File: src/design/spq_pkg.sv
package spq_pkg;

  localparam int CAPACITY = 16;
  localparam int CNT_W    = $clog2(CAPACITY + 1);
  localparam int OCC_W    = 5;

  localparam logic CMD_INSERT = 1'b0;
  localparam logic CMD_SERVE  = 1'b1;

  localparam logic [1:0] STAT_INSERTED = 2'd0;
  localparam logic [1:0] STAT_SERVED   = 2'd1;
  localparam logic [1:0] STAT_EMPTY    = 2'd2;
  localparam logic [1:0] STAT_FULL     = 2'd3;

  typedef struct packed {
    logic               command;
    logic [15:0]        process_id;
    logic signed [15:0] priority_value;
  } in_item_t;

  typedef struct packed {
    logic [1:0]         status;
    logic [15:0]        served_id;
    logic signed [15:0] served_priority;
    logic [OCC_W-1:0]   occupancy;
  } out_item_t;

  typedef struct packed {
    logic [15:0]        id;
    logic signed [15:0] prio;
  } entry_t;

  typedef enum logic {
    ST_IDLE,
    ST_EXEC
  } spq_state_t;

  // controller -> datapath
  typedef struct packed {
    logic load;
    logic exec;
  } spq_ctrl_t;

  // datapath -> controller
  typedef struct packed {
    logic out_busy;
  } spq_stat_t;

endpackage

File: src/design/spq_ifs.sv
interface spq_in_if import spq_pkg::*; (input logic clk);
  logic     valid;
  logic     ready;
  in_item_t item;

  modport source (output valid, output item, input ready);
  modport sink (input valid, input item, output ready);
endinterface

interface spq_out_if import spq_pkg::*; (input logic clk);
  logic      valid;
  logic      ready;
  out_item_t item;

  modport source (output valid, output item, input ready);
  modport sink (input valid, input item, output ready);
endinterface

File: src/design/spq_ctrl.sv
module spq_ctrl import spq_pkg::*; (
  input  logic      clk,
  input  logic      rst_n,
  input  logic      in_valid,
  output logic      in_ready,
  input  spq_stat_t stat,
  output spq_ctrl_t ctrl
);

  spq_state_t state_r, state_nxt;

  always_ff @(posedge clk) begin
    if (!rst_n) begin
      state_r <= ST_IDLE;
    end else begin
      state_r <= state_nxt;
    end
  end

  always_comb begin
    state_nxt = state_r;
    unique case (state_r)
      ST_IDLE: begin
        if (in_valid) state_nxt = ST_EXEC;
      end
      ST_EXEC: begin
        if (!stat.out_busy) state_nxt = ST_IDLE;
      end
      default: state_nxt = ST_IDLE;
    endcase
  end

  always_comb begin
    in_ready  = 1'b0;
    ctrl.load = 1'b0;
    ctrl.exec = 1'b0;
    unique case (state_r)
      ST_IDLE: begin
        in_ready  = 1'b1;
        ctrl.load = in_valid;
      end
      ST_EXEC: begin
        // wait for the result register to free up
        ctrl.exec = !stat.out_busy;
      end
      default: begin
        in_ready = 1'b0;
      end
    endcase
  end

endmodule

File: src/design/spq_datapath.sv
module spq_datapath import spq_pkg::*; (
  input  logic      clk,
  input  logic      rst_n,
  input  spq_ctrl_t ctrl,
  output spq_stat_t stat,
  input  in_item_t  in_item,
  spq_out_if.source out_ch
);

  // latched item
  logic               cmd_r;
  logic [15:0]        id_r;
  logic signed [15:0] pr_r;

  entry_t           cells_r   [CAPACITY];
  entry_t           cells_nxt [CAPACITY];
  logic [CNT_W-1:0] count_r, count_nxt;
  logic [CAPACITY-1:0] gt;
  logic             full, empty, do_ins, do_srv;
  logic             out_valid_r, out_valid_nxt;
  out_item_t        out_item_r, out_item_nxt;
  entry_t           new_entry;

  assign full      = (count_r == CNT_W'(CAPACITY));
  assign empty     = (count_r == '0);
  assign do_ins    = ctrl.exec && (cmd_r == CMD_INSERT) && !full;
  assign do_srv    = ctrl.exec && (cmd_r == CMD_SERVE) && !empty;
  assign new_entry = '{id: id_r, prio: pr_r};

  // gt[i]: cell i sits after the new entry (empty cells count as after)
  for (genvar i = 0; i < CAPACITY; i++) begin : g_cell
    assign gt[i] = (CNT_W'(i) >= count_r) ||
                   ($signed(cells_r[i].prio) > $signed(pr_r));

    always_comb begin
      cells_nxt[i] = cells_r[i];
      if (do_ins) begin
        if (i > 0 && gt[(i > 0) ? i - 1 : 0]) begin
          cells_nxt[i] = cells_r[(i > 0) ? i - 1 : 0];
        end else if (gt[i]) begin
          cells_nxt[i] = new_entry;
        end
      end else if (do_srv) begin
        if (i < CAPACITY - 1) begin
          cells_nxt[i] = cells_r[(i < CAPACITY - 1) ? i + 1 : i];
        end
      end
    end
  end

  always_comb begin
    count_nxt = count_r;
    if (do_ins) begin
      count_nxt = count_r + 1'b1;
    end else if (do_srv) begin
      count_nxt = count_r - 1'b1;
    end
  end

  always_comb begin
    out_item_nxt.served_id       = '0;
    out_item_nxt.served_priority = '0;
    out_item_nxt.occupancy       = OCC_W'(count_nxt);
    if (cmd_r == CMD_INSERT) begin
      out_item_nxt.status = full ? STAT_FULL : STAT_INSERTED;
    end else if (empty) begin
      out_item_nxt.status = STAT_EMPTY;
    end else begin
      out_item_nxt.status          = STAT_SERVED;
      out_item_nxt.served_id       = cells_r[0].id;
      out_item_nxt.served_priority = cells_r[0].prio;
    end
  end

  always_comb begin
    out_valid_nxt = out_valid_r;
    if (ctrl.exec) begin
      out_valid_nxt = 1'b1;
    end else if (out_ch.ready) begin
      out_valid_nxt = 1'b0;
    end
  end

  assign stat.out_busy = out_valid_r && !out_ch.ready;
  assign out_ch.valid  = out_valid_r;
  assign out_ch.item   = out_item_r;

  always_ff @(posedge clk) begin
    if (!rst_n) begin
      count_r     <= '0;
      out_valid_r <= 1'b0;
    end else begin
      count_r     <= count_nxt;
      out_valid_r <= out_valid_nxt;
    end
  end

  always_ff @(posedge clk) begin
    if (ctrl.load) begin
      cmd_r <= in_item.command;
      id_r  <= in_item.process_id;
      pr_r  <= in_item.priority_value;
    end
    if (ctrl.exec) begin
      out_item_r <= out_item_nxt;
    end
    cells_r <= cells_nxt;
  end

`ifndef SYNTHESIS
  a_count_bound: assert property (@(posedge clk) disable iff (!rst_n)
    count_r <= CNT_W'(CAPACITY))
    else $error("entry count above capacity");

  a_exec_free: assert property (@(posedge clk) disable iff (!rst_n)
    ctrl.exec |-> !(out_valid_r && !out_ch.ready))
    else $error("result overwritten before transfer");

  a_valid_src: assert property (@(posedge clk) disable iff (!rst_n)
    $rose(out_valid_r) |-> $past(ctrl.exec))
    else $error("result raised without execution");

  a_ins_count: assert property (@(posedge clk) disable iff (!rst_n)
    do_ins |=> count_r == $past(count_r) + 1'b1)
    else $error("insert did not grow the queue");
`endif

endmodule

File: src/design/stable_priority_queue_top.sv
// channel   dir  handshake      payload
// in_ch     in   valid/ready    command, process_id, priority_value
// out_ch    out  valid/ready    status, served_id, served_priority, occupancy
//
// Each item is first captured into the item register, then used to update the sorted
// cell array (all cells compare against the new priority in parallel).
// A new item is taken while the previous result waits in the output register;
// the update stalls while that register is still full.
// Synchronous active-low reset clears the entry count and the handshake state.
module stable_priority_queue_top import spq_pkg::*; (
  input  logic      clk,
  input  logic      rst_n,
  spq_in_if.sink    in_ch,
  spq_out_if.source out_ch
);

  spq_ctrl_t ctrl;
  spq_stat_t stat;

  spq_ctrl u_ctrl (
    .clk      (clk),
    .rst_n    (rst_n),
    .in_valid (in_ch.valid),
    .in_ready (in_ch.ready),
    .stat     (stat),
    .ctrl     (ctrl)
  );

  spq_datapath u_dp (
    .clk     (clk),
    .rst_n   (rst_n),
    .ctrl    (ctrl),
    .stat    (stat),
    .in_item (in_ch.item),
    .out_ch  (out_ch)
  );

endmodule
File: src/flat_wrapper.sv
// flat-port wrapper written by rule: the top's interface ports become plain ports
module stable_priority_queue_top_flat import spq_pkg::*;
  (clk, rst_n, in_ch_valid, in_ch_item, in_ch_ready, out_ch_valid, out_ch_item, out_ch_ready);
  spq_in_if in_ch_i (.clk(clk));
  spq_out_if out_ch_i (.clk(clk));
  input  logic clk;
  input  logic rst_n;
  input wire logic [$bits(in_ch_i.valid)-1:0] in_ch_valid;
  input wire logic [$bits(in_ch_i.item)-1:0] in_ch_item;
  output wire logic [$bits(in_ch_i.ready)-1:0] in_ch_ready;
  output wire logic [$bits(out_ch_i.valid)-1:0] out_ch_valid;
  output wire logic [$bits(out_ch_i.item)-1:0] out_ch_item;
  input wire logic [$bits(out_ch_i.ready)-1:0] out_ch_ready;
  assign in_ch_i.valid = in_ch_valid;
  assign in_ch_i.item = in_ch_item;
  assign in_ch_ready = in_ch_i.ready;
  assign out_ch_valid = out_ch_i.valid;
  assign out_ch_item = out_ch_i.item;
  assign out_ch_i.ready = out_ch_ready;
  stable_priority_queue_top u_core (.clk(clk), .rst_n(rst_n), .in_ch(in_ch_i), .out_ch(out_ch_i));
endmodule
File: config.mk
export PLATFORM = sky130hd
export DESIGN_NAME = stable_priority_queue_top_flat
export DESIGN_NICKNAME = d
export VERILOG_FILES = /design/src/design/spq_pkg.sv /design/src/design/spq_ifs.sv /design/src/design/spq_ctrl.sv /design/src/design/spq_datapath.sv /design/src/design/stable_priority_queue_top.sv /design/src/flat_wrapper.sv
export SDC_FILE = /design/constraint.sdc
export NUM_CORES = 2
export LEC_CHECK = 0
export ABC_AREA = 1
export BUFFER_PORTS_ARGS = -buffer_cell sky130_fd_sc_hd__buf_2
export CAP_MARGIN = 20
export CORE_ASPECT_RATIO = 1.25
export CORE_MARGIN = 4
export CORE_UTILIZATION = 39
export DETAILED_ROUTE_END_ITERATION = 10
export HOLD_SLACK_MARGIN = 0.02
export SLEW_MARGIN = 20
export SYNTH_ARGS = -nofsm -noshare
export SYNTH_HDL_FRONTEND = slang
export SYNTH_HIERARCHICAL = 1
export SYNTH_SLANG_ARGS = --single-unit
export TNS_END_PERCENT = 5
File: constraint.sdc
create_clock -name clk -period 5 [get_ports clk]
set_input_delay 0.75 -clock clk [delete_from_list [all_inputs] [get_ports clk]]
set_output_delay 0.75 -clock clk [all_outputs]
set_load 0.05 [all_outputs]
==> run_results.csv <==
group,metric,value,unit
yosys,yosys.area.top_type,"edfxtp_1",
finish,layout.nets,5107,
global_route,grt_max_degree,227,
route,via_per_inst,5.02,
place,placed_cell_area,39300,um^2
yosys,synth_area,37700,um^2
yosys,yosysWarnings,6,
yosys,yosys.area.top_type_share,46.5,%
sta,tightestPinTransition,1.34,ns
critical_path,r2r_slack,1.27,ns
sta,finalSetupViolCount,0,
global_route,met3_usage,2.30,%
floorplan,initial_core_util,39.3,%
clock_network,clockBufferDepth,3,
route,drc,0,
critical_path,path_delay_family,"buffers and inverters",
yosys,synthTopCellsByArea,"edfxtp_1, nand2_1, nand3_1",
place,dpl.hpwl,75.2,mm
critical_path,worstSetupPathType,"flip-flop to flip-flop",
global_route,use_met2,35.7,%
critical_path,reg2reg_depth,19,
power_and_ir_drop,ir_drop,0.000221,V
finish,num-fill-cells,9703,
clock_network,clkTransAtPathRegs,0.06,ns
sta,relSlewSlack,10.9,%
finish,regArea,17700,um^2
critical_path,timing.rr.end,"u_core/u_dp/cells_r[153]$_DFFE_PP_",
yosys,syn_inst,4829,
floorplan,die_area,102000,um^2
clock_network,cts_buffers,71,
power_and_ir_drop,power.total,13.5,mW
finish,syn2layout_area_growth,9.81,%
route,ant_nets,0,
floorplan,rows,127,
sta,hold_viol,0,
route,dr_total_vias,30900,
finish,final_cell_mix,"nand2_1, nand3_1, inv_1, edfxtp_1, ha_1",
yosys,yosysSeqAreaShare,46.8,%
place,port_buffers,77,
floorplan,io_pins,78,
finish,design_area,41400,um^2
place,place.gp.congestion,0.853,
critical_path,crit_arrival,4.06,ns
sta,fmax,268,MHz
floorplan,dieWidth,286,um
route,drt_iter0_drc,2697,
global_route,met1_usage,27.1,%
clock_network,cts_tree,"built",
critical_path,cpMaxStageDelayCell,"inv_1",
route,wire_per_inst,17.3,um
global_route,grt_overflow_total,0,
yosys,async_reset_ff_share,0,%
min_path,holdCritPathClass,"input port to flip-flop",
sta,period_share,74.6,%
outcome,run_status,"completed",
power_and_ir_drop,power_leakage,20.7,nW
yosys,synth-main-ff-cell,"edfxtp_1",
finish,n_antenna_cell,0,
sta,fin_crit,3.73,ns
critical_path,timing.critical_path.buf_inv,5,
min_path,hold_depth,1,
yosys,postSynthAreaPerCell,7.81,um^2
global_route,grt.busiest_layer,"met2",
critical_path,critical_path.cell_chain,"inv_1, buf_4, ha_1, nand2_1, inv_1, nand2_1, nand2_1, nand2_1, nand2_1, nand2_1, nand2_1, nand2_1, nand2_1, nand2_1, buf_4, nand2_2, o21ai_1, nand2_1, buf_4",
floorplan,core_area,96000,um^2
critical_path,crit_top_cell,"nand2_1",
min_path,min_from,"in_ch_item[31]",
global_route,grt_pass1_vias,30200,
clock_network,ctsHtreeMaxLevel,3,
route,first_pass_iters,6,
sta,drv_slew,0,
critical_path,critPathCaptureType,"flip-flop",
yosys,synth_nets,5127,
clock_network,cts_root_buffer,"clkbuf_16",
finish,layout-drive-gt1-share,6.32,%
clock_network,cts_resized,0,
critical_path,startpoint_type,"flip-flop",
global_route,antenna_found_initial,2,
job,drv_cap,0,
clock_network,clock_latency,0.64,ns
sta,clock_skew,0.0297,ns
power_and_ir_drop,power_density,325,nW/um^2
min_path,whs_endpoint,"u_core/u_dp/id_r[15]$_DFFE_PP_",
finish,final_common_cell,"nand2_1",
global_route,grt_pass1_wl,170,mm
clock_network,clkSinkCount,591,
route,wl,106,mm
clock_network,cts_setup_buffers,0,
clock_network,ctsHoldBuffers,0,
yosys,ys_ff_latch,591,
floorplan,die_y,356,um
critical_path,crit_fanout,33,
yosys,synth_edf_count,584,
global_route,track_usage,20.7,%
critical_path,r2r-start,"u_core/u_dp/pr_r[2]$_DFFE_PP_",
critical_path,cp.required,5.33,ns
finish,multiInputGateArea,16500,um^2
sta,fin_tns_setup,0,ns
critical_path,slowest_delay,0.68,ns
yosys,ys_types,39,
sta,rsz0062_at_grt,"false",
[how the worst max path moves through the flow]
| stage | from | endpoint | slack, ns | cells after the start |
|---|---|---|---|---|
| final | u_core/u_dp/pr_r[2]$_DFFE_PP_ | u_core/u_dp/cells_r[153]$_DFFE_PP_ | 1.27 | 19 |
| after global routing | u_core/u_dp/pr_r[13]$_DFFE_PP_ | u_core/u_dp/cells_r[157]$_DFFE_PP_ | 0.98 | 17 |
| after CTS | u_core/u_dp/pr_r[2]$_DFFE_PP_ | u_core/u_dp/cells_r[153]$_DFFE_PP_ | 1.27 | 19 |
| after detailed placement | u_core/u_dp/pr_r[2]$_DFFE_PP_ | u_core/u_dp/cells_r[153]$_DFFE_PP_ | 1.30 | 19 |
| after global placement | u_core/u_dp/pr_r[6]$_DFFE_PP_ | u_core/u_dp/cells_r[153]$_DFFE_PP_ | 1.26 | 17 |
| after floorplan | out_ch_ready | u_core/u_dp/cells_r[0]$_DFFE_PP_ | 0.62 | 10 |
[per-stage QoR]
stage                     worst slack [ns]  hold WS (ns)  std cells  util [%]
after floorplan                      0.622         0.495       4829         -
after global placement                1.26         0.498       6026      40.9
after detailed placement              1.30         0.501       6026      40.9
after CTS                             1.27         0.256       6149      43.2
after global routing                 0.982         0.281       6149      43.2
final                                 1.27         0.296       6149      43.2
[synth_stat cells, types with 4 or more instances]
cell type	number
buf_4	32
o21a_1	6
clkbuf_1	90
nand2_1	1927
o21bai_1	7
nand2_4	4
o21ai_0	89
nor2_1	130
o21ai_1	11
dfxtp_1	7
nand2_2	14
inv_2	8
a21oi_1	91
a21o_1	8
buf_2	133
inv_1	606
nor3_1	11
buf_6	4
ha_1	261
nand3_1	771
nand4_1	10
edfxtp_1	584
[state kept, by name, indices dropped and copies added (netlist names)]
name / flops
u_core/u_ctrl/state_r: 1
u_core/u_dp/pr_r: 16
u_core/u_dp/id_r: 16
u_core/u_dp/out_ch.valid: 1
u_core/u_dp/cells_r: 512
u_core/u_dp/out_ch.item: 39
u_core/u_dp/count_r: 5
u_core/u_dp/cmd_r: 1
[cell families (layout without fill, tap and decap cells)]
group / count (synthesis) / in the layout / synth area share (%)
flip-flops: 591 / 591 / 46.8
adder cells (fa/ha/maj): 261 / 261 / 8.65
buffers and inverters: 874 / 904 / 9.54
AO/OA/AOI/OAI: 220 / 220 / 3.25
XOR/XNOR: 3 / 3 / 0.0696
AND/OR/NAND/NOR: 2880 / 2880 / 31.6
[worst register-to-register path: stages (launching register included)]
cell and delay, ns:
edfxtp_1 0.39, inv_1 0.68, buf_4 0.33, ha_1 0.25
nand2_1 0.09, inv_1 0.05, nand2_1 0.06, nand2_1 0.08
nand2_1 0.07, nand2_1 0.07, nand2_1 0.08, nand2_1 0.05
nand2_1 0.05, nand2_1 0.05, nand2_1 0.05, buf_4 0.32
nand2_2 0.22, o21ai_1 0.18, nand2_1 0.07, buf_4 0.28
[power breakdown]
group	switching [mW]	internal [mW]
clock network	2.11	2.88
logic	1.67	0.686
registers	0.207	5.92
[cell type report]
type	count	area share, %
multi-input combinational	3364	39.9
tap	1290	3.89
timing repair buffer	166	2.72
clock buffer	88	4.54
inverter	615	5.60
clock inverter	35	0.731
sequential	591	42.7
[layer usage]
layer,vias to the layer above,wire (um)
met1,14300,46700
met4,2,3280
met5,-,13
li1,15600,-
met2,828,51100
met3,167,5090
Note: power is estimated with default switching activity, not from simulation.
